===== config.mk =====
export PLATFORM = sky130hd
export DESIGN_NAME = gtt_ram
export DESIGN_NICKNAME = d
export VERILOG_FILES = /design/src/hw/rtl/gtt_ram.sv
export SDC_FILE = /design/constraint.sdc
export NUM_CORES = 1
export LEC_CHECK = 0
export BUFFER_PORTS_ARGS = -buffer_cell sky130_fd_sc_hd__buf_2
export CAP_MARGIN = 25
export CORE_MARGIN = 5
export CORE_UTILIZATION = 50
export CTS_BUF_LIST = sky130_fd_sc_hd__clkbuf_8
export DETAILED_ROUTE_END_ITERATION = 12
export PLACE_DENSITY = 0.64
export SYNTH_ARGS = -nofsm -noshare
export SYNTH_HDL_FRONTEND = slang
export SYNTH_SLANG_ARGS = --single-unit

===== constraint.sdc =====
create_clock -name clk -period 5.1 [get_ports clk]
set_clock_uncertainty 0.2 [all_clocks]
set_input_delay 1.02 -clock clk [delete_from_list [all_inputs] [get_ports clk]]
set_output_delay 1.02 -clock clk [all_outputs]
set_load 0.01 [all_outputs]

===== src/hw/rtl/gtt_ram.sv =====
// Generic single-port-write, single-port-read RAM with registered read data.
// No dependencies.
module gtt_ram #(
  parameter int WIDTH = 8,
  parameter int DEPTH = 32
) (
  input  logic                     clk,
  input  logic                     we,
  input  logic [$clog2(DEPTH)-1:0] waddr,
  input  logic [WIDTH-1:0]         wdata,
  input  logic [$clog2(DEPTH)-1:0] raddr,
  output logic [WIDTH-1:0]         rdata
);

  logic [WIDTH-1:0] mem [DEPTH];

  always_ff @(posedge clk) begin
    if (we) begin
      mem[waddr] <= wdata;
    end
    rdata <= mem[raddr];
  end

endmodule


==> results.json <==
{
  "run_status": "finished clean",
  "postSynthNetCount": 437,
  "drt_first_iter_violations": 361,
  "cellLeakagePower_nw": 3.51,
  "postLayoutCellArea_um2": 11200,
  "grt_antenna_before_repair": 0,
  "die_y_um": 152,
  "grt_max_degree": 65,
  "detailed_place.area_um2": 10500,
  "post-layout-total-power_mw": 4.18,
  "viasPerCell": 5.82,
  "synth_cells": 417,
  "detailedPlacementHpwl_um": 12300,
  "port_buffers": 27,
  "synth_sequential_area_ratio_pct": 78.1,
  "grt_pass1_wl_um": 30400,
  "insertion_delay_ns": 0.53,
  "detail_route.wirelength.met1_um": 8980,
  "clkSlewWorstSetupHoldPaths_ns": 0.06,
  "cts-htree-levels": 2,
  "dr_wl_met2_um": 9260,
  "part_of_the_power_in_registers_pct": 57.9,
  "postCtsSetupBuffers": 0,
  "dp.cells": 693,
  "die-area_um2": 23000,
  "hold_path_class": "reg2reg",
  "cts_resized": 0,
  "wl_per_cell_um": 26.1,
  "routed_wl_um": 20000,
  "core_area_um2": 19700,
  "finalCritPeriodShare_pct": 59.4,
  "powerDensity_nw_per_um2": 375,
  "total_setup_violations_reported_at_the_end_of_the_flow": 0,
  "grt_setup_unrepaired": "false",
  "critPathLaunchType": "primary input",
  "drive_gt1_share_pct": 33.7,
  "post_synthesis_register_bit_count": 264,
  "whs_ns": 0.712,
  "clock-sinks": 264,
  "layout-area-overhead-vs-synth_pct": 11.0,
  "critPathKind": "in2reg",
  "netlist_area_um2": 10100,
  "detail-route-antenna-nets": 0,
  "globalRouteOverflowTotal": 0,
  "ctsHoldBuffers": 0,
  "tritoncts.num_buffers": 42,
  "worst-endpoint-arrival_ns": 3.24,
  "synth.area.top_cells": "sky130_fd_sc_hd__edfxtp_1 76%, sky130_fd_sc_hd__mux4_2 18%, sky130_fd_sc_hd__dfxtp_1 1.6%",
  "route.top_layer_used": "met4",
  "worstPathMaxFanout": 23,
  "internal_power_mw": 3.29,
  "syn_area_cell_um2": 24.1,
  "yosys_warnings": 0,
  "clock-root-buffer": "sky130_fd_sc_hd__clkbuf_8",
  "wl_met3_um": 1360,
  "slew_viol_final": 0,
  "place.gp.congestion": 0.744,
  "design.portCount": 28,
  "period_minus_slack_ns": 3.03,
  "floorplan.rows": 51,
  "groute.usage.overall_pct": 17.5,
  "synth_largest_area_cell": "sky130_fd_sc_hd__edfxtp_1",
  "drc": 0,
  "power.clock.fraction_pct": 36.7,
  "final_net_count": 492,
  "hold_violations": 0,
  "vdd_drop_max_uv": 193,
  "combPwrFrac_pct": 5.4,
  "first_global_vias": 4718,
  "worstMarginPinSlew_ns": 0.839,
  "ys_types": 15,
  "fmax_mhz": 330,
  "antenna_diode_count": 0,
  "slew_hr_pct": 43.9,
  "finalNonFillerCells": 764,
  "clock_tree.buffer_depth": 3,
  "firstDrtPassIters": 5,
  "power_switching_mw": 0.900,
  "max_cap_violations": 0,
  "initial_core_util_pct": 51.2,
  "routed_vias": 4443,
  "yosysTopAreaCellShare_pct": 76.5,
  "fin_setup_tns_ns": 0,
  "endpoint_kind": "flip-flop",
  "tritoncts": "done",
  "critPathRequiredTime_ns": 5.31,
  "die-width_um": 152,
  "switch_share_pct": 21.5
}
-- Yosys cell counts --
cell,number
sky130_fd_sc_hd__buf_1,6
sky130_fd_sc_hd__buf_2,1
sky130_fd_sc_hd__buf_4,6
sky130_fd_sc_hd__buf_6,1
sky130_fd_sc_hd__clkbuf_1,6
sky130_fd_sc_hd__dfxtp_1,8
sky130_fd_sc_hd__edfxtp_1,256
sky130_fd_sc_hd__mux2_2,8
sky130_fd_sc_hd__mux4_2,80
sky130_fd_sc_hd__nand2_1,1
sky130_fd_sc_hd__nand3_1,2
sky130_fd_sc_hd__nand3b_1,5
sky130_fd_sc_hd__nor2_1,33
sky130_fd_sc_hd__or3_1,1
sky130_fd_sc_hd__or3b_2,3
-- metal layers --
| metal | up-vias | GRT usage [%] |
|---|---|---|
| li1 | 1887 | - |
| met1 | 2358 | 27.3 |
| met4 | 0 | 5.01 |
| met5 | - | 0 |
| met2 | 173 | 25.4 |
| met3 | 25 | 3.78 |
-- sequential cells by signal (all words and copies together), names as in the netlist --
register,flops
mem,256
rdata,8
-- stage by stage --
stage                     util, %  worst slack, ns
after floorplan                 -             2.08
after global placement       53.2             1.49
after detailed placement     53.2             1.47
after CTS                    56.8             2.04
after global routing         56.8             1.96
final                        56.8             2.07
-- cell families (layout without fill, tap and decap cells) --
| group | count (synthesis) | count (layout) | synth area share, % |
|---|---|---|---|
| muxes | 88 | 88 | 18.8 |
| and+or+nand+nor | 45 | 45 | 2.07 |
| buffers and inverters | 20 | 102 | 1.06 |
| DFF | 264 | 264 | 78.1 |
-- power by group through the flow --
stage / sequential (mW) / clock (mW) / combinational [mW]
finish: 2.42 / 1.54 / 0.226
detailed placement: 2.47 / 0 / 0.229
global placement: 2.47 / 0 / 0.224
global route: 2.42 / 1.68 / 0.242
CTS: 2.42 / 1.57 / 0.230
floorplan: 2.47 / 0 / 0.129
-- final cells by class --
type / count / area [µm²]
clock inverter: 28 / 111
clock buffer: 43 / 592
fill: 1470 / 8490
timing repair buffer: 31 / 180
tap: 265 / 332
multi-input combinational: 133 / 2100
sequential: 264 / 7850
-- placed cells by master (no fill, tap or decap) --
cell type                    count
sky130_fd_sc_hd__edfxtp_1      256
sky130_fd_sc_hd__mux4_2         80
sky130_fd_sc_hd__clkbuf_8       43
sky130_fd_sc_hd__nor2_1         33
sky130_fd_sc_hd__buf_2          26
sky130_fd_sc_hd__inv_1          14
sky130_fd_sc_hd__clkinv_1       11
sky130_fd_sc_hd__mux2_2          8
sky130_fd_sc_hd__dfxtp_1         8
sky130_fd_sc_hd__nand3b_1        5
sky130_fd_sc_hd__buf_4           4
sky130_fd_sc_hd__or3b_2          3
sky130_fd_sc_hd__nand3_1         2
sky130_fd_sc_hd__clkinv_2        2
sky130_fd_sc_hd__nand2_1         1
sky130_fd_sc_hd__or3_1           1
sky130_fd_sc_hd__clkinvlp_4      1
sky130_fd_sc_hd__buf_12          1
-- worst max-delay path, stage by stage --
cell and delay, ns:
sky130_fd_sc_hd__buf_4 0.38, sky130_fd_sc_hd__buf_4 0.41, sky130_fd_sc_hd__mux4_2 0.58, sky130_fd_sc_hd__mux4_2 0.53, sky130_fd_sc_hd__mux2_2 0.30
-- worst paths after layout --
| check | startpoint | endpoint | slack [ns] | cells past startpoint |
|---|---|---|---|---|
| worst max-delay path | raddr[0] | rdata[2] | 2.07 | 5 |
| worst min-delay path | mem[0][7] | rdata[7] | 0.71 | 3 |
| worst max register to register | mem[29][2] | rdata[2] | 3.08 | 3 |
| worst min register to register | mem[0][7] | rdata[7] | 0.71 | 3 |
Power figures use the tool's default switching activity.
